`src/hw/rtl/zbtf_pkg.sv`:
```
// Package for the z-buffered texture fragment unit.
// Holds screen and texture geometry, request and operation codes, beat and job types.
// No dependencies.
`timescale 1ns / 1ps

package zbtf_pkg;

    localparam int SCREEN_W  = 512;
    localparam int SCREEN_H  = 512;
    localparam int TEX_DIM   = 2048;

    localparam int TEX_CW    = $clog2(TEX_DIM);
    localparam int TEX_N     = TEX_DIM * TEX_DIM;
    localparam int TEX_AW    = $clog2(TEX_N);
    localparam int DEPTH_N   = SCREEN_W * SCREEN_H;
    localparam int DEPTH_AW  = $clog2(DEPTH_N);

    localparam int QDEPTH    = 4;
    localparam int QAW       = $clog2(QDEPTH);
    localparam int QCW       = $clog2(QDEPTH + 1);

    localparam logic [15:0] FAR_Z    = 16'hffff;
    localparam logic [5:0]  WIN_MASK = 6'h3f;
    localparam logic [6:0]  PAL_MASK = 7'h7f;

    localparam logic [1:0] REQ_TEXWR   = 2'd0;
    localparam logic [1:0] REQ_CLEAR   = 2'd1;
    localparam logic [1:0] REQ_TEXFRAG = 2'd2;
    localparam logic [1:0] REQ_SHADE   = 2'd3;

    typedef enum logic [2:0] {
        OP_TEXWR,
        OP_CLEAR,
        OP_TEXFRAG,
        OP_SHADE,
        OP_SKIP
    } t_op;

    typedef struct packed {
        logic [1:0]  req_type;
        logic [8:0]  pix_x;
        logic [8:0]  pix_y;
        logic [15:0] depth_z;
        logic [15:0] tex_u;
        logic [15:0] tex_v;
        logic [15:0] shade;
        logic [15:0] tex_base_word;
        logic        wrap_x;
        logic        wrap_y;
        logic [21:0] texel_addr;
        logic [7:0]  texel_data;
    } t_in_beat;

    typedef struct packed {
        logic        fb_write;
        logic [8:0]  out_x;
        logic [8:0]  out_y;
        logic [15:0] out_color;
    } t_out_beat;

    typedef struct packed {
        t_op                 op;
        logic [8:0]          pix_x;
        logic [8:0]          pix_y;
        logic [15:0]         depth_z;
        logic [15:0]         shade;
        logic [TEX_AW-1:0]   tex_addr;
        logic [7:0]          texel_data;
        logic [DEPTH_AW-1:0] depth_addr;
    } t_job;

    typedef struct packed {
        logic           full;
        logic [QCW-1:0] count;
    } t_q_stat;

    function automatic logic [TEX_CW-1:0] f_tex_coord(
        input logic [15:0] coord,
        input logic [7:0]  base8,
        input logic        wrap
    );
        logic [11:0] t;
        logic [11:0] s;
        t = coord[15:4];
        s = {base8, 4'b0000} + {6'b000000, t[5:0] & WIN_MASK};
        if (wrap) begin
            return s[TEX_CW-1:0];
        end
        return t[TEX_CW-1:0];
    endfunction

endpackage

```
`src/hw/rtl/zbtf_front.sv`:
```
// Front end: input handshake and classification of each beat into a job.
// Computes texture and depth addresses. Depends on zbtf_pkg.
`timescale 1ns / 1ps

module zbtf_front (
    input  zbtf_pkg::t_in_beat i_in,
    input  logic               i_in_valid,
    output logic               o_in_ready,
    input  zbtf_pkg::t_q_stat  i_q_stat,
    input  logic               i_clr_busy,
    output logic               o_push,
    output zbtf_pkg::t_job     o_job
);
    import zbtf_pkg::*;

    logic              on_screen;
    logic [TEX_CW-1:0] iu;
    logic [TEX_CW-1:0] iv;

    assign o_in_ready = !i_q_stat.full && !i_clr_busy;
    assign o_push     = i_in_valid && o_in_ready;

    always_comb begin
        on_screen = (32'(i_in.pix_x) < SCREEN_W) && (32'(i_in.pix_y) < SCREEN_H);
        iu = f_tex_coord(i_in.tex_u, i_in.tex_base_word[7:0], i_in.wrap_x);
        iv = f_tex_coord(i_in.tex_v, i_in.tex_base_word[15:8], i_in.wrap_y);

        o_job.pix_x      = i_in.pix_x;
        o_job.pix_y      = i_in.pix_y;
        o_job.depth_z    = i_in.depth_z;
        o_job.shade      = i_in.shade;
        o_job.texel_data = i_in.texel_data;
        o_job.depth_addr = DEPTH_AW'(32'(i_in.pix_y) * SCREEN_W + 32'(i_in.pix_x));
        o_job.tex_addr   = {iv, iu};
        o_job.op         = OP_SKIP;

        case (i_in.req_type)
            REQ_TEXWR: begin
                o_job.op       = OP_TEXWR;
                o_job.tex_addr = i_in.texel_addr[TEX_AW-1:0];
            end
            REQ_CLEAR:   o_job.op = on_screen ? OP_CLEAR : OP_SKIP;
            REQ_TEXFRAG: o_job.op = on_screen ? OP_TEXFRAG : OP_SKIP;
            REQ_SHADE:   o_job.op = on_screen ? OP_SHADE : OP_SKIP;
            default:     o_job.op = OP_SKIP;
        endcase
    end

endmodule

```
`config.mk`:
```
export PLATFORM = sky130hd
export DESIGN_NAME = zbtf_front
export DESIGN_NICKNAME = d
export VERILOG_FILES = /design/src/hw/rtl/zbtf_pkg.sv /design/src/hw/rtl/zbtf_front.sv
export SDC_FILE = /design/constraint.sdc
export NUM_CORES = 1
export LEC_CHECK = 0
export BUFFER_PORTS_ARGS = -buffer_cell sky130_fd_sc_hd__buf_2
export CELL_PAD_IN_SITES_DETAIL_PLACEMENT = 0
export CELL_PAD_IN_SITES_GLOBAL_PLACEMENT = 1
export CORE_ASPECT_RATIO = 1.5
export CORE_UTILIZATION = 16
export DETAILED_ROUTE_END_ITERATION = 12
export GPL_TIMING_DRIVEN = 0
export PLACE_DENSITY_LB_ADDON = 0.1
export SYNTH_ARGS = -nofsm -noshare
export SYNTH_HDL_FRONTEND = slang
export SYNTH_SLANG_ARGS = --single-unit
```
`constraint.sdc`:
```
create_clock -name vclk -period 2.5
set_clock_uncertainty 0.1 [all_clocks]
set_input_delay 0.25 -clock vclk [all_inputs]
set_output_delay 0.25 -clock vclk [all_outputs]
set_load 0.01 [all_outputs]
```
==> summary.log, run 1 <==
[outcome] status completed
[cells_and_area] CLK BUF 0
[logic_synthesis] number of nets produced by synthesis 345
[logic_synthesis] Mapped Avg Cell Area 6.86 um2
[cells_and_area] final antenna diode count 0
[sta] setup repair after global routing missed its margin false
[cells_and_area] Final nets 514
[cells_and_area] sequential cell count of the final layout 0
[logic_synthesis] number of distinct library cells after synthesis 29
[critical_path] stage delay of the slowest cell on the critical path 530 ps
[routing] vias 1,770
[floorplanning] number of placement rows 41
[critical_path] endpoint arrival time on the critical path 1980 ps
[sta] setup-violating endpoint count in the final report 0
[logic_synthesis] post-synthesis instance area 1380 um2
[logic_synthesis] number of instances in the synthesized netlist 201
[sta] number of hold violations in the final report 0
[critical_path] kind of start point of the critical path primary input
[cells_and_area] post-route standard cell area excluding fillers 2350 um2
[logic_synthesis] register area share after synthesis 0
[floorplanning] effective utilization at floorplan 0.165
[critical_path] Critical Path End Type output port
[logic_synthesis] area share of the leading cell type in the synthesized netlist 0.425
[sta] setup slack of the critical path after layout 167 ps
[routing] WL final 4.79 mm
[cells_and_area] most frequent cells in the layout 169 x sky130_fd_sc_hd__buf_2, 78 x sky130_fd_sc_hd__buf_4, 32 x sky130_fd_sc_hd__nand2_1
[sta] minimum clock period 2330 ps
[critical_path] most common cell type on the critical path sky130_fd_sc_hd__buf_2
[routing] Pre-Repair DR Iteration Count 4
[logic_synthesis] cell type with the largest total area after synthesis sky130_fd_sc_hd__buf_4
[global_route] first-pass GRT wire length 6.64 mm
[routing] per-cell via count in the routed design 3.73
[floorplanning] height of the die 116 um
[power_and_ir_drop] Comb pwr share 1.000
[power_and_ir_drop] leakage power of the design 1.42 nW
[floorplanning] area of the core region 8360 um2
[sta] worst hold slack after final layout 582 ps
[cells_and_area] share of cells above drive strength 1 0.690
[power_and_ir_drop] internal power summed over all cells 234 uW
[global_route] GRT Overall Usage 0.0913
[routing] count of antenna-violating nets left after detailed routing 0
[critical_path] crit-path cells buf_2 -> ha_1 -> inv_1 -> fa_1 -> nand3b_1 -> or4_1 -> nand3_1 -> buf_2
[routing] post-route DRC violation count 0
[placement] setup slack after placement 141 ps
[worst_hold_path] class of the tightest hold or removal check primary input to output port
[global_route] number of global-route vias before repair 1,542
[placement] dpl hpwl 4.36 mm
[critical_path] top fanout value on the critical path 3
[routing] routed len/inst 10.1 um
[floorplanning] Die Span X 77.8 um
[power_and_ir_drop] peak ir drop on the vdd network 0.0712 mV
[critical_path] Worst Path Required 2150 ps
[placement] global placer's final weighted congestion 0.734
[critical_path] crit path kind primary input to output port
[sta] final count of pins violating max slew 0
[global_route] largest net degree at the start of global routing 11
[power_and_ir_drop] share of total power consumed by net switching 0.446
[cells_and_area] area taken by flip-flops and latches 0 um2
[clock_network] Post-CTS Resized 0
[logic_synthesis] dominant cells by area after synthesis sky130_fd_sc_hd__buf_4 42%, sky130_fd_sc_hd__nand2_1 8.7%, sky130_fd_sc_hd__mux2i_1 7.3%
[sta] period utilization 0.933
[placement] area after detailed placement 2350 um2
[floorplanning] Die Outline Area 9000 um2
[clock_network] Post-CTS Hold Buffers 0
[placement] Buffers on Ports 167
[flow_run] max-cap violation count 0
[power_and_ir_drop] pwr dens 180 nW/um2
[floorplanning] Boundary Pins 241
[power_and_ir_drop] net switching component of the power 188 uW
[routing] initial drt markers 22
[global_route] total congestion overflow after global routing 0
[clock_network] post-CTS repair timing setup buffer count 0
[critical_path] standard cell with the maximum stage delay on the critical path sky130_fd_sc_hd__or4_1
[power_and_ir_drop] clock share of power 0
[cells_and_area] growth of design area from synthesis to finish 70.3%
[placement] number of cells in the design after placement 475
[power_and_ir_drop] sequential group share of total power 0
[cells_and_area] final standard cell count with taps included and fillers excluded 475
[sta] setup tns final 0 ps
[logic_synthesis] total of warnings raised by yosys 0
[global_route] antenna violations before repair 0
[cells_and_area] commonest non-fill, non-tap cell in the layout sky130_fd_sc_hd__buf_2
[sta] f_max 429 MHz
[routing by layer]
layer,vias up,track usage,share of wire,routed length [um]
met4,0,0,0,0
met3,0,0.0189,0.13,601
met2,129,0.204,0.55,2630
met5,-,0,0,0
met1,725,0.0869,0.32,1560
li1,916,-,-,-
[cell families (layout without fill, tap and decap cells)]
group / count (synthesis) / count (layout) / share of synthesized area
xor gates and xnor gates: 4 / 4 / 0.0254
AOI/OAI and AO/OA: 16 / 16 / 0.0889
buffers and inverters: 94 / 261 / 0.481
other: 1 / 1 / 0.00272
muxes: 12 / 12 / 0.0889
adders and majority gates: 6 / 6 / 0.0653
and+or+nand+nor: 68 / 68 / 0.248
[per-stage QoR]
stage,utilization,power [mW]
floorplan,-,0.251
global placement,0.281,0.429
detailed placement,0.281,0.430
CTS,0.281,0.431
global route,0.281,0.465
finish,0.281,0.422
[cell usage after synthesis]
master,n
sky130_fd_sc_hd__nor2_1,3
sky130_fd_sc_hd__nand3_1,8
sky130_fd_sc_hd__nor3_1,2
sky130_fd_sc_hd__xnor2_1,2
sky130_fd_sc_hd__buf_1,1
sky130_fd_sc_hd__a311oi_2,2
sky130_fd_sc_hd__or2_1,1
sky130_fd_sc_hd__buf_4,78
sky130_fd_sc_hd__mux2_2,2
sky130_fd_sc_hd__o21ai_1,6
sky130_fd_sc_hd__fa_1,2
sky130_fd_sc_hd__conb_1,1
sky130_fd_sc_hd__and2b_1,1
sky130_fd_sc_hd__xor2_1,2
sky130_fd_sc_hd__nor2b_1,5
sky130_fd_sc_hd__buf_2,2
sky130_fd_sc_hd__clkbuf_1,3
sky130_fd_sc_hd__mux2i_1,10
sky130_fd_sc_hd__nand2_1,32
sky130_fd_sc_hd__and2_1,1
sky130_fd_sc_hd__nand2b_1,6
sky130_fd_sc_hd__a21oi_1,2
sky130_fd_sc_hd__inv_1,8
sky130_fd_sc_hd__o2111ai_1,6
sky130_fd_sc_hd__or4_1,6
sky130_fd_sc_hd__nand3b_1,2
sky130_fd_sc_hd__nor2_4,1
sky130_fd_sc_hd__ha_1,4
sky130_fd_sc_hd__buf_6,2
[power groups by stage]
| stage | clock network [mW] | registers, mW | logic (mW) |
|---|---|---|---|
| 6_report | 0 | 0 | 0.422 |
| 4_1_cts | 0 | 0 | 0.431 |
| 5_1_grt | 0 | 0 | 0.465 |
| 3_5_place_dp | 0 | 0 | 0.430 |
| 2_1_floorplan | 0 | 0 | 0.251 |
| 3_3_place_gp | 0 | 0 | 0.429 |
[final timing paths]
| path | from | to | slack, ps | cells past startpoint |
|---|---|---|---|---|
| max | i_in[72] | o_job[47] | 170 | 8 |
| min | i_in[116] | o_job[13] | 580 | 2 |
[worst max-delay path, delay by kind of cell]
family                     cells  cell delay (ps)
adders and majority gates      2              560
buffers and inverters          3              290
and+or+nand+nor                3              880
[cell type report]
cell class / count / area (um2)
Buffer: 86 / 633
Inverter: 8 / 30.0
Multi-Input combinational cell: 107 / 716
Timing Repair Buffer: 167 / 836
Tap cell: 107 / 134
Fill cell: 952 / 6010
No activity file was read; power rests on OpenSTA's default activity.
==> run 2: changes to the inputs <==
Settings changed: CORE_UTILIZATION 16 to 14, REMOVE_ABC_BUFFERS set to 1.
Clock period 2.5 ns to 2 ns, I/O delays scaled along.
==> summary.log, run 2 (synthesis results as in run 1) <==
[sta] setup repair after global routing missed its margin true
[placement] setup slack after placement -311 ps [-452 ps]
[floorplanning] effective utilization at floorplan 0.143 [-0.0218]
[cells_and_area] final core occ 0.151 [-0.130]
[routing] post-route DRC violation count 0 [unchanged]
[floorplanning] area of the core region 9630 um2 [+15%]
[sta] headroom to the max-slew limit 0.487
[power_and_ir_drop] leakage power of the design 0.752 nW [-47%]
[global_route] number of global-route vias before repair 1,321 [-14%]
[power_and_ir_drop] pwr dens 223 nW/um2 [+24%]
[cells_and_area] Final nets 357 [-31%]
[critical_path] top fanout value on the critical path 3 [unchanged]
[power_and_ir_drop] peak ir drop on the vdd network 0.0705 mV [-0.96%]
[sta] period utilization 1.03
[placement] global placer's final weighted congestion 0.782 [+6.5%]
[sta] final count of pins violating max slew 0 [unchanged]
[placement] number of cells in the design after placement 321 [-32%]
[sta] minimum clock period 2060 ps
[worst_hold_path] class of the tightest hold or removal check primary input to output port
[cells_and_area] commonest non-fill, non-tap cell in the layout sky130_fd_sc_hd__buf_2
[routing] WL final 11.5 mm [+140%]
[floorplanning] number of placement rows 44 [+7.3%]
[cells_and_area] sequential cell count of the final layout 0 [unchanged]
[routing] per-cell via count in the routed design 4.16 [+12%]
[sta] f_max 487 MHz
[floorplanning] height of the die 124 um [+6.8%]
[critical_path] kind of start point of the critical path primary input
[worst_hold_path] hold depth 0 [-2]
[cells_and_area] area taken by flip-flops and latches 0 um2 [unchanged]
[global_route] largest net degree at the start of global routing 29 [+18]
[routing] vias 1,356 [-23%]
[global_route] antenna violations before repair 0 [unchanged]
[global_route] total congestion overflow after global routing 0 [unchanged]
[placement] area after detailed placement 1350 um2 [-43%]
[routing] routed len/inst 35.2 um [+250%]
[routing] count of antenna-violating nets left after detailed routing 0 [unchanged]
[sta] setup slack of the critical path after layout -55.3 ps [-222 ps]
[routing] Pre-Repair DR Iteration Count 4 [unchanged]
[placement] dpl hpwl 10.7 mm [+140%]
[sta] setup tns final -83.4 ps [-83.4 ps]
[sta] setup-violating endpoint count in the final report 3 [+3]
[critical_path] Critical Path End Type output port
[cells_and_area] final antenna diode count 0 [unchanged]
[power_and_ir_drop] Power Total 323 uW [-23%]
[sta] slew at the pin closest to its max-slew limit 768 ps
[sta] number of hold violations in the final report 0 [unchanged]
[outcome] status complete, but fails checks
[cells_and_area] post-route standard cell area excluding fillers 1450 um2 [-38%]
[cells_and_area] CLK BUF 0 [unchanged]
[floorplanning] Die Span X 83.0 um [+6.7%]
[flow_run] max-cap violation count 0 [unchanged]
[cells_and_area] growth of design area from synthesis to finish 5.35%
[sta] worst hold slack after final layout 300 ps [-282 ps]
[global_route] GRT Overall Usage 0.215 [+0.124]
[global_route] first-pass GRT wire length 14.2 mm [+110%]
[critical_path] endpoint arrival time on the critical path 1760 ps [-220 ps]
[outcome] violated checks negative setup slack
[clock_network] Post-CTS Hold Buffers 0 [unchanged]
[placement] Buffers on Ports 91 [-46%]
[cells_and_area] share of cells above drive strength 1 0.517 [-0.174]
[critical_path] Worst Path Required 1700 ps [-450 ps]
[floorplanning] Boundary Pins 241 [unchanged]
[cells_and_area] most frequent cells in the layout 87 x sky130_fd_sc_hd__buf_2, 32 x sky130_fd_sc_hd__nand2_1, 10 x sky130_fd_sc_hd__mux2i_1
[critical_path] crit path kind primary input to output port
[cells_and_area] final standard cell count with taps included and fillers excluded 326 [-31%]
[routing] initial drt markers 21 [-4.5%]
[floorplanning] Die Outline Area 10,300 um2 [+14%]
[run 2: changes by cell type in the layout (fill, tap and decap cells not counted), moves of 2 or more]
| cell | previous run | this run |
|---|---|---|
| sky130_fd_sc_hd__inv_2 | 0 | 2 |
| sky130_fd_sc_hd__inv_1 | 8 | 6 |
| sky130_fd_sc_hd__buf_8 | 0 | 2 |
| sky130_fd_sc_hd__buf_2 | 169 | 87 |
| sky130_fd_sc_hd__ha_1 | 4 | 2 |
| sky130_fd_sc_hd__clkbuf_1 | 3 | 0 |
| sky130_fd_sc_hd__buf_4 | 78 | 5 |
| sky130_fd_sc_hd__fa_1 | 2 | 0 |
| sky130_fd_sc_hd__ha_4 | 0 | 2 |
| sky130_fd_sc_hd__fa_2 | 0 | 2 |
[run 2: final timing paths]
path / from / endpoint / slack (ps)
max: i_in[40] / o_job[47] / -60
min: i_in[0] / o_job[18] / 300
[run 2: layout make-up]
| type | count | area, um2 |
|---|---|---|
| inverter | 8 | 30.0 |
| tap | 115 | 144 |
| multi-input combinational | 107 | 753 |
| fill | 1136 | 8180 |
| timing repair buffer | 96 | 526 |
[run 2: what timing repair did]
action	4_1_cts	5_1_grt
resized for setup	18	0
buffers inserted	3	2
pin swaps	12	5
setup endpoints to repair	8	4
[run 2: layer usage]
layer  part of all wire  vias up  track usage
li1                   -      602            -
met1               0.14      537       0.0874
met2               0.57      207        0.450
met3               0.25        8        0.241
met4              0.033        2       0.0550
met5             0.0060        -       0.0505
[run 2: critical path, cell delays in order]
cell                       delay [ps]
sky130_fd_sc_hd__buf_6             70
sky130_fd_sc_hd__ha_4             140
sky130_fd_sc_hd__inv_2             40
sky130_fd_sc_hd__fa_2             330
sky130_fd_sc_hd__nand3b_1         220
sky130_fd_sc_hd__or4_1            530
sky130_fd_sc_hd__nand3_1           80
sky130_fd_sc_hd__buf_2            130
[run 2: power breakdown]
part / switching, mW / internal (mW) / total, mW
clock: 0 / 0 / 0
combinational: 0.167 / 0.157 / 0.323
sequential: 0 / 0 / 0
total: 0.167 / 0.157 / 0.323
