--- src/hw/rtl/zbtf_pkg.sv ---
// Package for the z-buffered texture fragment unit.
// Holds screen and texture geometry, request and operation codes, beat and job types.
// No dependencies.
`timescale 1ns / 1ps

package zbtf_pkg;

    localparam int SCREEN_W  = 512;
    localparam int SCREEN_H  = 512;
    localparam int TEX_DIM   = 2048;

    localparam int TEX_CW    = $clog2(TEX_DIM);
    localparam int TEX_N     = TEX_DIM * TEX_DIM;
    localparam int TEX_AW    = $clog2(TEX_N);
    localparam int DEPTH_N   = SCREEN_W * SCREEN_H;
    localparam int DEPTH_AW  = $clog2(DEPTH_N);

    localparam int QDEPTH    = 4;
    localparam int QAW       = $clog2(QDEPTH);
    localparam int QCW       = $clog2(QDEPTH + 1);

    localparam logic [15:0] FAR_Z    = 16'hffff;
    localparam logic [5:0]  WIN_MASK = 6'h3f;
    localparam logic [6:0]  PAL_MASK = 7'h7f;

    localparam logic [1:0] REQ_TEXWR   = 2'd0;
    localparam logic [1:0] REQ_CLEAR   = 2'd1;
    localparam logic [1:0] REQ_TEXFRAG = 2'd2;
    localparam logic [1:0] REQ_SHADE   = 2'd3;

    typedef enum logic [2:0] {
        OP_TEXWR,
        OP_CLEAR,
        OP_TEXFRAG,
        OP_SHADE,
        OP_SKIP
    } t_op;

    typedef struct packed {
        logic [1:0]  req_type;
        logic [8:0]  pix_x;
        logic [8:0]  pix_y;
        logic [15:0] depth_z;
        logic [15:0] tex_u;
        logic [15:0] tex_v;
        logic [15:0] shade;
        logic [15:0] tex_base_word;
        logic        wrap_x;
        logic        wrap_y;
        logic [21:0] texel_addr;
        logic [7:0]  texel_data;
    } t_in_beat;

    typedef struct packed {
        logic        fb_write;
        logic [8:0]  out_x;
        logic [8:0]  out_y;
        logic [15:0] out_color;
    } t_out_beat;

    typedef struct packed {
        t_op                 op;
        logic [8:0]          pix_x;
        logic [8:0]          pix_y;
        logic [15:0]         depth_z;
        logic [15:0]         shade;
        logic [TEX_AW-1:0]   tex_addr;
        logic [7:0]          texel_data;
        logic [DEPTH_AW-1:0] depth_addr;
    } t_job;

    typedef struct packed {
        logic           full;
        logic [QCW-1:0] count;
    } t_q_stat;

    function automatic logic [TEX_CW-1:0] f_tex_coord(
        input logic [15:0] coord,
        input logic [7:0]  base8,
        input logic        wrap
    );
        logic [11:0] t;
        logic [11:0] s;
        t = coord[15:4];
        s = {base8, 4'b0000} + {6'b000000, t[5:0] & WIN_MASK};
        if (wrap) begin
            return s[TEX_CW-1:0];
        end
        return t[TEX_CW-1:0];
    endfunction

endpackage

--- src/hw/rtl/zbtf_queue.sv ---
// Short job queue between the front end and the back end.
// Register based, first in first out. Depends on zbtf_pkg.
`timescale 1ns / 1ps

module zbtf_queue (
    input  logic              i_clk,
    input  logic              i_rst_n,
    input  logic              i_push,
    input  zbtf_pkg::t_job    i_job,
    input  logic              i_pop,
    output zbtf_pkg::t_job    o_head,
    output logic              o_head_valid,
    output zbtf_pkg::t_q_stat o_stat
);
    import zbtf_pkg::*;

    t_job           r_mem [QDEPTH];
    logic [QAW-1:0] r_wp, n_wp;
    logic [QAW-1:0] r_rp, n_rp;
    logic [QCW-1:0] r_cnt, n_cnt;
    logic           do_pop;

    assign o_head_valid = (r_cnt != '0);
    assign do_pop       = i_pop && o_head_valid;
    assign o_head       = r_mem[r_rp];
    assign o_stat.full  = (r_cnt == QCW'(QDEPTH));
    assign o_stat.count = r_cnt;

    always_comb begin
        n_wp  = i_push ? r_wp + 1'b1 : r_wp;
        n_rp  = do_pop ? r_rp + 1'b1 : r_rp;
        n_cnt = r_cnt + QCW'(i_push) - QCW'(do_pop);
    end

    always_ff @(posedge i_clk) begin
        if (!i_rst_n) begin
            r_wp  <= '0;
            r_rp  <= '0;
            r_cnt <= '0;
        end else begin
            r_wp  <= n_wp;
            r_rp  <= n_rp;
            r_cnt <= n_cnt;
        end
    end

    always_ff @(posedge i_clk) begin
        if (i_push) begin
            r_mem[r_wp] <= i_job;
        end
    end

endmodule

--- config.mk ---
export PLATFORM = sky130hd
export DESIGN_NAME = zbtf_queue
export DESIGN_NICKNAME = d
export VERILOG_FILES = /design/src/hw/rtl/zbtf_pkg.sv /design/src/hw/rtl/zbtf_queue.sv
export SDC_FILE = /design/constraint.sdc
export NUM_CORES = 1
export LEC_CHECK = 0
export ABC_AREA = 0
export BUFFER_PORTS_ARGS = -buffer_cell sky130_fd_sc_hd__buf_2
export CAP_MARGIN = 20
export CORE_MARGIN = 10
export CORE_UTILIZATION = 50
export CTS_CLUSTER_SIZE = 20
export DETAILED_ROUTE_END_ITERATION = 6
export PLACE_DENSITY_LB_ADDON = 0.08
export SYNTH_ARGS = -nofsm -noshare
export SYNTH_HDL_FRONTEND = slang
export SYNTH_SLANG_ARGS = --single-unit
--- constraint.sdc ---
create_clock -name i_clk -period 6 [get_ports i_clk]
set_clock_uncertainty 0.2 [all_clocks]
set_input_delay 1.2 -clock i_clk [delete_from_list [all_inputs] [get_ports i_clk]]
set_output_delay 1.2 -clock i_clk [all_outputs]
set_load 0.1 [all_outputs]
==> metrics.cfg, run 1 <==
[run_status]
status = complete, no violations

[sta]
fin_crit_sh_pct = 70.56
finalHoldViolCount = 0
fin_ws_ns = 1.766
tightest_slew_ns = 0.8849
fmax_ghz = 0.2362
finalSetupViolCount = 0
finalCriticalPeriod_ns = 4.234
drv_slew = 0
rsz0062_at_grt = no
tns_ns = 0
relSlewSlack_pct = 41.01

[power_and_ir_drop]
p_per_area_mw_per_mm2 = 488.2
ir_drop_uv = 411.8
leakagePower_nw = 6.055

[min_path]
min_delay_path_depth = 2
hold_path_class = flip-flop to flip-flop
holdCritStartpoint = r_rp[1]

[clock_tree]
cts_resized = 0
cts-htree-levels = 2
clkTransAtPathRegs_ns = 0.06
cts_made_buffers = 42
hold_buffers = 0
cts_tree = yes
post-cts-setup-buffers = 0
clock_latency_ns = 0.52
clockBufferDepth = 3
clock_sinks = 413
cts_root_buffer = clkbuf_16

[place]
place_area_mm2 = 0.01653
port_buffers = 210
place_inst = 1161
gp_congestion = 0.7280
hpwl_um = 18440
place_ws_ns = 2.174

[synthesis]
synth-main-ff-cell = edfxtp_1
netlist.area_leader.share_pct = 80.60
synth_fp_nets = 684
yosysSeqAreaShare_pct = 81.80
synth.avg_cell_area_um2 = 26.31
ys.warnings.count = 0
synth_area_leaders = edfxtp_1, mux4_2, dfxtp_1
synth.most_common_cell = edfxtp_1
synthTopCellsByCount = edfxtp_1, mux4_2, buf_2, buf_6, dfxtp_1
async_reset_ff_share_pct = 0
ys_types = 20
ys_ff_latch = 413
synth_edf_count = 404
syn_inst = 572
synth_area_mm2 = 0.01505
synth.largest_area_cell = edfxtp_1

[setup_path]
reg2reg_depth = 5
crit_type = flip-flop to output port
r2r-end = r_mem[2][37]
r2r-start = r_wp[0]
endpoint_kind = output port
startpoint_type = flip-flop
r2r_slack_ns = 3.58
crit_fanout = 42
cp.required_ns = 4.60
arrival_ns = 2.83

[routing]
wl_um = 29860
viasPerCell = 5.436
ant_nets = 0
avgRoutedWirePerCell_um = 24.10
drc = 0
drt-initial-drc-count = 437
num_vias = 6735
dr.pass1.iters = 5

[global_route]
first_global_vias = 7485
grt_max_degree = 69
grt_pass1_wl_um = 45790
globalRouteTotalUtil_pct = 15.72
overflow = 0
antenna_found_initial = 6

[finish]
synthToLayoutAreaGrowth_pct = 19.05
nNetsFinal = 928
final_area_mm2 = 0.01792
final_cells = 1239
drive_gt1_share_pct = 45.74
fin_util_pct = 60.46

[floorplan]
die_y_um = 193.5
dieWidth_um = 193.5
start_util_pct = 50.79
die-area_mm2 = 0.03744
core_area_mm2 = 0.02964
io_pins = 211
row_count = 63

[flow_run]
drv_cap = 0

-- cells by family (layout without fill, tap and decap cells) --
group	after synthesis	count (layout)	share of synthesized area (%)
flops	413	413	81.80
mux	105	105	15.38
buf+inv	28	302	1.280
simple gates	15	15	0.5903
fa+ha+maj	7	7	0.6317
compound gates	2	2	0.1164
xor+xnor	2	2	0.2078
other cells	0	3	0
-- flip-flops by register name, indices dropped and copies added, names as in the netlist, named ones only --
signal,count
r_cnt,3
r_wp,2
r_mem,404
r_rp,2
-- cells in the final DEF (no fill, tap or decap), types with 2 or more instances in the layout --
master,synthesis,routed
diode_2,0,3
mux2i_1,4,4
clkinv_2,0,9
clkinv_1,0,9
buf_4,0,10
edfxtp_1,404,404
clkbuf_16,0,45
and2_4,0,4
dfxtp_1,9,7
bufinv_16,0,4
mux4_2,101,101
dfxtp_4,0,2
nand2b_1,2,2
inv_1,6,6
clkbuf_1,2,7
and2_1,8,4
nand2_1,2,2
buf_2,10,210
ha_1,6,6
-- how the worst max path moves through the flow --
| stage | startpoint | end | slack (ns) |
|---|---|---|---|
| after global routing | flip-flop | o_head[52] | 1.50 |
| after CTS | flip-flop | o_head[90] | 1.62 |
| after detailed placement | flip-flop | o_head[90] | 2.17 |
| after global placement | flip-flop | o_head[52] | 2.17 |
| final | flip-flop | o_head[52] | 1.77 |
| after floorplan | i_push | r_mem[0][0] | 1.80 |
-- where the power goes --
group	internal, W	switching, W
clock network	0.00153	0.000998
logic	0.000597	0.00218
registers	0.00333	0.000122
-- layer usage --
| layer | part of all wire, % | global-route usage (%) |
|---|---|---|
| met1 | 40 | 19.70 |
| met2 | 50 | 25.92 |
| met4 | 2.0 | 4.263 |
| met3 | 7.4 | 5.014 |
| met5 | 0.12 | 0 |
-- cell type report --
| cell class | count | area, um2 |
|---|---|---|
| Clock inverter | 22 | 198.9 |
| Antenna cell | 3 | 7.507 |
| Tap cell | 390 | 488.0 |
| Sequential cell | 413 | 12320 |
| Inverter | 6 | 22.52 |
| Clock buffer | 52 | 1152 |
| Fill cell | 2154 | 11720 |
| Timing Repair Buffer | 222 | 1174 |
| Multi-Input combinational cell | 131 | 2557 |
-- critical path, cell delays in order (launching register included) --
cell and delay (ns):
dfxtp_4 0.94, buf_4 0.48, mux4_2 0.54, buf_2 0.33
-- stage by stage --
stage	total power, W	hold slack (ns)
3_5_place_dp	0.006332	0.2642
2_1_floorplan	0.005901	0.2489
5_1_grt	0.009067	0.3325
4_1_cts	0.008860	0.2810
3_3_place_gp	0.006299	0.2481
6_report	0.008749	0.2820
(Power assumes the default switching activity.)
==> run 2: changes to the inputs <==
==> constraint.sdc (replaced) <==
create_clock -name i_clk -period 3.4 [get_ports i_clk]
set_clock_uncertainty 0.2 [all_clocks]
set_input_delay 0.68 -clock i_clk [delete_from_list [all_inputs] [get_ports i_clk]]
set_output_delay 0.68 -clock i_clk [all_outputs]
set_load 0.1 [all_outputs]
==> run 2 against run 1 <==
Effect of this change:
- total power increased by 74%
- non-clock buffer count rose by 2
- worst setup slack worse by 1.6 ns
- final cell count grew 0.40%
- hold slack got worse by 0.11 ns
- register-to-register slack worse by 2.5 ns
- largest cell class unchanged
==> metrics.cfg, run 2 (synthesis results as in run 1) <==
[run_status]
status = complete, no violations

[sta]
finalSetupViolCount = 0  ; unchanged
tightest_slew_ns = 0.6643  ; -0.2206 ns
relSlewSlack_pct = 55.71  ; +15 points
fmax_ghz = 0.3108
tns_ns = 0  ; unchanged
drv_slew = 0  ; unchanged
finalCriticalPeriod_ns = 3.218
rsz0062_at_grt = no
holdWs_ns = 0.1731  ; -0.1090 ns
fin_ws_ns = 0.1824  ; -1.584 ns
finalHoldViolCount = 0  ; unchanged
fin_crit_sh_pct = 94.64

[clock_tree]
cts_resized = 0  ; unchanged
clock_sinks = 413  ; unchanged
cts_made_buffers = 43  ; +2.4%
cts_tree = yes
cts_root_buffer = clkbuf_16
post-cts-setup-buffers = 0  ; unchanged
hold_buffers = 0  ; unchanged
clock_latency_ns = 0.51  ; about the same
clkTransAtPathRegs_ns = 0.06  ; about the same
cts-htree-levels = 2  ; unchanged
clockBufferDepth = 3  ; unchanged

[setup_path]
worstPathCellList = buf_12, mux4_2, buf_2
cp_slowest_cell = dfxtp_4
r2r-start = r_cnt[1]
arrival_ns = 2.34  ; -0.49 ns
cpPeakStageDelay_ns = 0.60  ; -0.34 ns
crit_fanout = 30  ; -29%
r2r_slack_ns = 1.11  ; -2.47 ns
cp.required_ns = 2.52  ; -2.08 ns
r2r-end = r_cnt[2]
startpoint_type = flip-flop
crit_type = flip-flop to output port
reg2reg_depth = 7  ; +2
endpoint_kind = output port

[power_and_ir_drop]
ir_drop_uv = 1002  ; +140%
sequentialPowerShare_pct = 39.4  ; about the same
switching_share_pct = 38.01  ; +0.30 points
clockPowerShare_pct = 27.6  ; -1.2 points
comb_power_share_pct = 33.0  ; +1.3 points
p_per_area_mw_per_mm2 = 849.9  ; +74%
p_int_w = 0.009460  ; +74%
p_switching_w = 0.005800  ; +76%
leakagePower_nw = 6.042  ; -0.21%

[routing]
ant_nets = 0  ; unchanged
wl_um = 29340  ; -1.7%
drt-initial-drc-count = 346  ; -21%
drc = 0  ; unchanged
avgRoutedWirePerCell_um = 23.58  ; -2.1%
dr.pass1.iters = 4  ; -1
num_vias = 6725  ; -0.15%
viasPerCell = 5.406  ; -0.55%

[finish]
largest_register_ffs = 404  ; unchanged
layout_common_cells = edfxtp_1, buf_2, mux4_2
layout_commonest_cell = edfxtp_1
synthToLayoutAreaGrowth_pct = 19.28
final_cells = 1244  ; +0.40%
drive_gt1_share_pct = 45.06  ; -0.69 points
largest-register = r_mem
largestRegisters = r_mem: 404 flops, r_cnt: 3 flops
fillers = 2137  ; -0.79%
final_area_mm2 = 0.01795  ; +0.20%
nNetsFinal = 931  ; +0.32%

[global_route]
overflow = 0  ; unchanged
antenna_found_initial = 8  ; +2
grt_pass1_wl_um = 45090  ; -1.5%
first_global_vias = 7327  ; -2.1%
globalRouteTotalUtil_pct = 15.54  ; -0.18 points
grt_max_degree = 102  ; +48%

[floorplan]
io_pins = 211  ; unchanged
start_util_pct = 50.79  ; unchanged
dieWidth_um = 193.5  ; unchanged
core_area_mm2 = 0.02964  ; unchanged
die_y_um = 193.5  ; unchanged
row_count = 63  ; unchanged
die-area_mm2 = 0.03744  ; unchanged

[place]
port_buffers = 210  ; unchanged
gp_congestion = 0.7213  ; -0.92%
place_area_mm2 = 0.01667  ; +0.82%
hpwl_um = 18550  ; +0.57%
place_ws_ns = 0.6549  ; -1.519 ns
place_inst = 1164  ; +0.26%

[min_path]
min_delay_path_depth = 1  ; -1
hold_path_end = r_mem[3][94]
hold_path_class = primary input to flip-flop
holdCritStartpoint = i_job[94]

[flow_run]
drv_cap = 0  ; unchanged

[run 2: per-layer routing]
| layer | wire (um) | global-route usage (%) | up-vias |
|---|---|---|---|
| met5 | 51 | 0 | - |
| met4 | 558 | 4.406 | 8 |
| met3 | 2186 | 5.342 | 52 |
| met2 | 14660 | 25.36 | 186 |
| met1 | 11880 | 19.41 | 3505 |
| li1 | - | - | 2974 |
[run 2: per-stage QoR]
stage	total power [W]	utilization, %
6_report	0.01526	60.58
5_1_grt	0.01583	60.55
4_1_cts	0.01547	60.55
3_5_place_dp	0.01123	56.24
3_3_place_gp	0.01118	56.24
2_1_floorplan	0.01040	-
[run 2: worst max-delay path: cells and delay by family (launching register included)]
family | cells | cell delay [ns]
buf+inv | 2 | 0.63
flops | 1 | 0.60
mux | 1 | 0.57
[run 2: final cells by class]
cell class                 count  area (um2)  area share, %
tap                          390       488.0          2.718
sequential                   413       12320          68.61
inverter                       6       22.52         0.1254
clock inverter                15       90.09         0.5017
multi-input combinational    131        2557          14.24
clock buffer                  61        1186          6.606
antenna                        4       10.01        0.05575
timing repair buffer         224        1281          7.136
[run 2: worst max path at each step]
stage                     depth (start not counted)         end
after floorplan                                   1   o_stat[3]
final                                             3  o_head[28]
after detailed placement                          3  o_head[34]
after CTS                                         3  o_head[34]
after global placement                            3  o_head[28]
after global routing                              3  o_head[42]
[run 2: power groups by stage]
stage,sequential (W),combinational (W),clock (W)
CTS,0.00602,0.00511,0.00434
finish,0.00601,0.00503,0.00422
floorplan,0.00613,0.00427,0
detailed placement,0.00612,0.00510,0
global route,0.00604,0.00522,0.00456
global placement,0.00610,0.00508,0
==> run 3: changes to the inputs <==
--- a/config.mk
+++ b/config.mk
@@ -5,7 +5,7 @@
 export SDC_FILE = /design/constraint.sdc
 export NUM_CORES = 1
 export LEC_CHECK = 0
-export ABC_AREA = 0
+export ABC_AREA = 1
 export BUFFER_PORTS_ARGS = -buffer_cell sky130_fd_sc_hd__buf_2
 export CAP_MARGIN = 20
 export CORE_MARGIN = 10
==> run 3 against run 2 <==
Effect of this change:
- global-route usage grew 1.6 points
- sequential power down 0.7%
- non-clock buffer count up 11
- critical path type unchanged
- routed wire length increased by 20%
- utilization rose by 3.5 points
- count of clock-buffer cells in the layout down 8
- sequential cell count is the same
==> metrics.cfg, run 3 <==
[routing]
viasPerCell = 5.366  ; -0.73%
drt-initial-drc-count = 558  ; +61%
ant_nets = 0  ; unchanged
dr.pass1.iters = 4  ; unchanged
avgRoutedWirePerCell_um = 20.49  ; -13%
wl_um = 35290  ; +20%
num_vias = 9241  ; +37%
drc = 0  ; unchanged

[setup_path]
cp.required_ns = 2.52  ; about the same
startpoint_type = flip-flop
cp_common_cell = buf_12
arrival_ns = 2.40  ; +0.06 ns
crit_type = flip-flop to output port
worstPathCellList = inv_6, buf_12, o21ai_0, o22ai_1, buf_12
crit_fanout = 49  ; +63%
cp_slowest_cell = dfxtp_4
cpPeakStageDelay_ns = 0.46  ; -0.14 ns
endpoint_kind = output port

[synthesis]
synth-main-ff-cell = edfxtp_1
synthTopCellsByCount = edfxtp_1, nor2_1, o21ai_0
synth.most_common_cell = edfxtp_1
yosysSeqAreaShare_pct = 75.87  ; -5.9 points
synth_area_mm2 = 0.01623  ; +7.8%
synth_area_leaders = edfxtp_1, o22ai_2, o21ai_0
ys.warnings.count = 0  ; unchanged
netlist.area_leader.share_pct = 74.76  ; -5.8 points
synth_fp_nets = 1150  ; +68%
synth_edf_count = 404  ; unchanged
async_reset_ff_share_pct = 0  ; unchanged
ys_ff_latch = 413  ; unchanged
syn_inst = 1038  ; +81%
synth.largest_area_cell = edfxtp_1
synth.avg_cell_area_um2 = 15.63  ; -41%
ys_types = 21  ; +5.0%

[place]
gp_congestion = 0.7071  ; -2.0%
hpwl_um = 21110  ; +14%
place_inst = 1642  ; +41%
port_buffers = 210  ; unchanged

[flow_run]
drv_cap = 0  ; unchanged

[floorplan]
die_y_um = 200.2  ; +3.4%
row_count = 65  ; +3.2%
io_pins = 211  ; unchanged
core_area_mm2 = 0.03180  ; +7.3%
start_util_pct = 51.03  ; +0.24 points
dieWidth_um = 200.2  ; +3.4%
die-area_mm2 = 0.04006  ; +7.0%

[finish]
layout_commonest_cell = edfxtp_1
fillers = 2306  ; +7.9%
synthToLayoutAreaGrowth_pct = 25.58
final_cells = 1722  ; +38%
largest-register = r_mem
drive_gt1_share_pct = 36.24  ; -8.8 points
largest_register_ffs = 404  ; unchanged
nNetsFinal = 1363  ; +46%
largestRegisters = r_mem: 404 flops, r_cnt: 3 flops
layout_common_cells = edfxtp_1, nor2_1, o21ai_0, buf_2, buf_12

[sta]
fin_crit_sh_pct = 96.37  ; +1.7 points
finalHoldViolCount = 0  ; unchanged
finalCriticalPeriod_ns = 3.276  ; +0.05882 ns
fmax_ghz = 0.3052  ; -1.8%
drv_slew = 0  ; unchanged
finalSetupViolCount = 0  ; unchanged
tns_ns = 0  ; unchanged
tightest_slew_ns = 0.5914  ; -0.07287 ns
relSlewSlack_pct = 60.57  ; +4.9 points
rsz0062_at_grt = no

[run_status]
status = complete, no violations

[global_route]
grt_pass1_wl_um = 54750  ; +21%
globalRouteTotalUtil_pct = 17.14  ; +1.6 points
antenna_found_initial = 7  ; -1
first_global_vias = 9360  ; +28%
overflow = 0  ; unchanged
grt_max_degree = 79  ; -23%

[clock_tree]
clock_latency_ns = 0.52  ; about the same
cts_made_buffers = 42  ; -2.3%
clkTransAtPathRegs_ns = 0.06  ; about the same
cts-htree-levels = 2  ; unchanged
cts_resized = 0  ; unchanged
post-cts-setup-buffers = 0  ; unchanged
clock_sinks = 413  ; unchanged
cts_root_buffer = clkbuf_16
cts_tree = yes
clockBufferDepth = 3  ; unchanged
hold_buffers = 0  ; unchanged

[min_path]
hold_path_class = primary input to flip-flop

[power_and_ir_drop]
leakagePower_nw = 7.152  ; +18%
p_per_area_mw_per_mm2 = 910.9  ; +7.2%
ir_drop_uv = 860.6  ; -14%

run 3: changes by cell type in the layout (fill, tap and decap cells not counted), moves of 82 or more:
cell,previous run,this run
mux4_2,101,0
buf_12,10,102
nor2_1,0,128
o21ai_0,0,122
buf_2,210,122
o21ai_1,0,82
run 3: layout make-up:
cell class              instances  area, um2  share of cell area [%]
diodes                          4      10.01                 0.04912
clock buffers                  53       1124                   5.514
clock inverters                23      240.2                   1.179
inverters                      17      80.08                  0.3930
multi-input cells             542       3324                   16.31
flip-flops and latches        413      12320                   60.46
well taps                     435      544.3                   2.671
repair buffers                235       2735                   13.42
run 3: power breakdown:
group | total [W] | internal [W] | switching [W] | leakage [nW]
clock network | 0.00452 | 0.00272 | 0.00180 | 0.674
registers | 0.00597 | 0.00584 | 0.000129 | 3.79
logic | 0.00807 | 0.00240 | 0.00567 | 2.69
run 3: kinds of logic (layout without fill, tap and decap cells):
family | Yosys count | in the layout | synth area share, %
flip-flops | 413 | 413 | 75.87
AO/OA/AOI/OAI | 311 | 311 | 13.47
AND/OR/NAND/NOR | 224 | 224 | 6.431
buffers and inverters | 83 | 328 | 3.639
adder cells (fa/ha/maj) | 7 | 7 | 0.5860
other | 0 | 4 | 0
run 3: through the flow:
stage                     setup WS, ns  hold WS (ns)  cell area, um2  utilization (%)  total power, W
final                           0.1236        0.1693           20380            64.08         0.01856
after global routing           0.01765        0.1521           20370            64.06         0.01924
after CTS                       0.1030        0.1419           20370            64.05         0.01875
after detailed placement        0.6787        0.2890           19000            59.76         0.01421
after global placement          0.7004        0.2630           19000            59.76         0.01416
after floorplan                0.08124        0.2481           16230                -         0.01165
run 3: worst paths after layout:
kind / from / to / slack (ns) / cells after the start
max: flip-flop / o_head[0] / 0.12 / 5
min: i_job[3] / r_mem[3][3] / 0.17 / 1
max reg2reg: r_cnt[1] / r_cnt[2] / 1.36 / 9
min reg2reg: r_rp[0] / flip-flop / 0.31 / 2
run 3: metal layers:
layer | up-vias | global-route usage [%] | routed length (um)
met2 | 200 | 28.48 | 17510
met3 | 52 | 3.675 | 1551
li1 | 4363 | - | -
met4 | 6 | 4.579 | 620
met1 | 4620 | 22.36 | 15580
met5 | - | 0 | 27
run 3: critical path: cells and delay by family (launching register included):
family	cells	cell delay (ns)
buf+inv	3	0.88
flops	1	0.46
compound gates	2	0.49
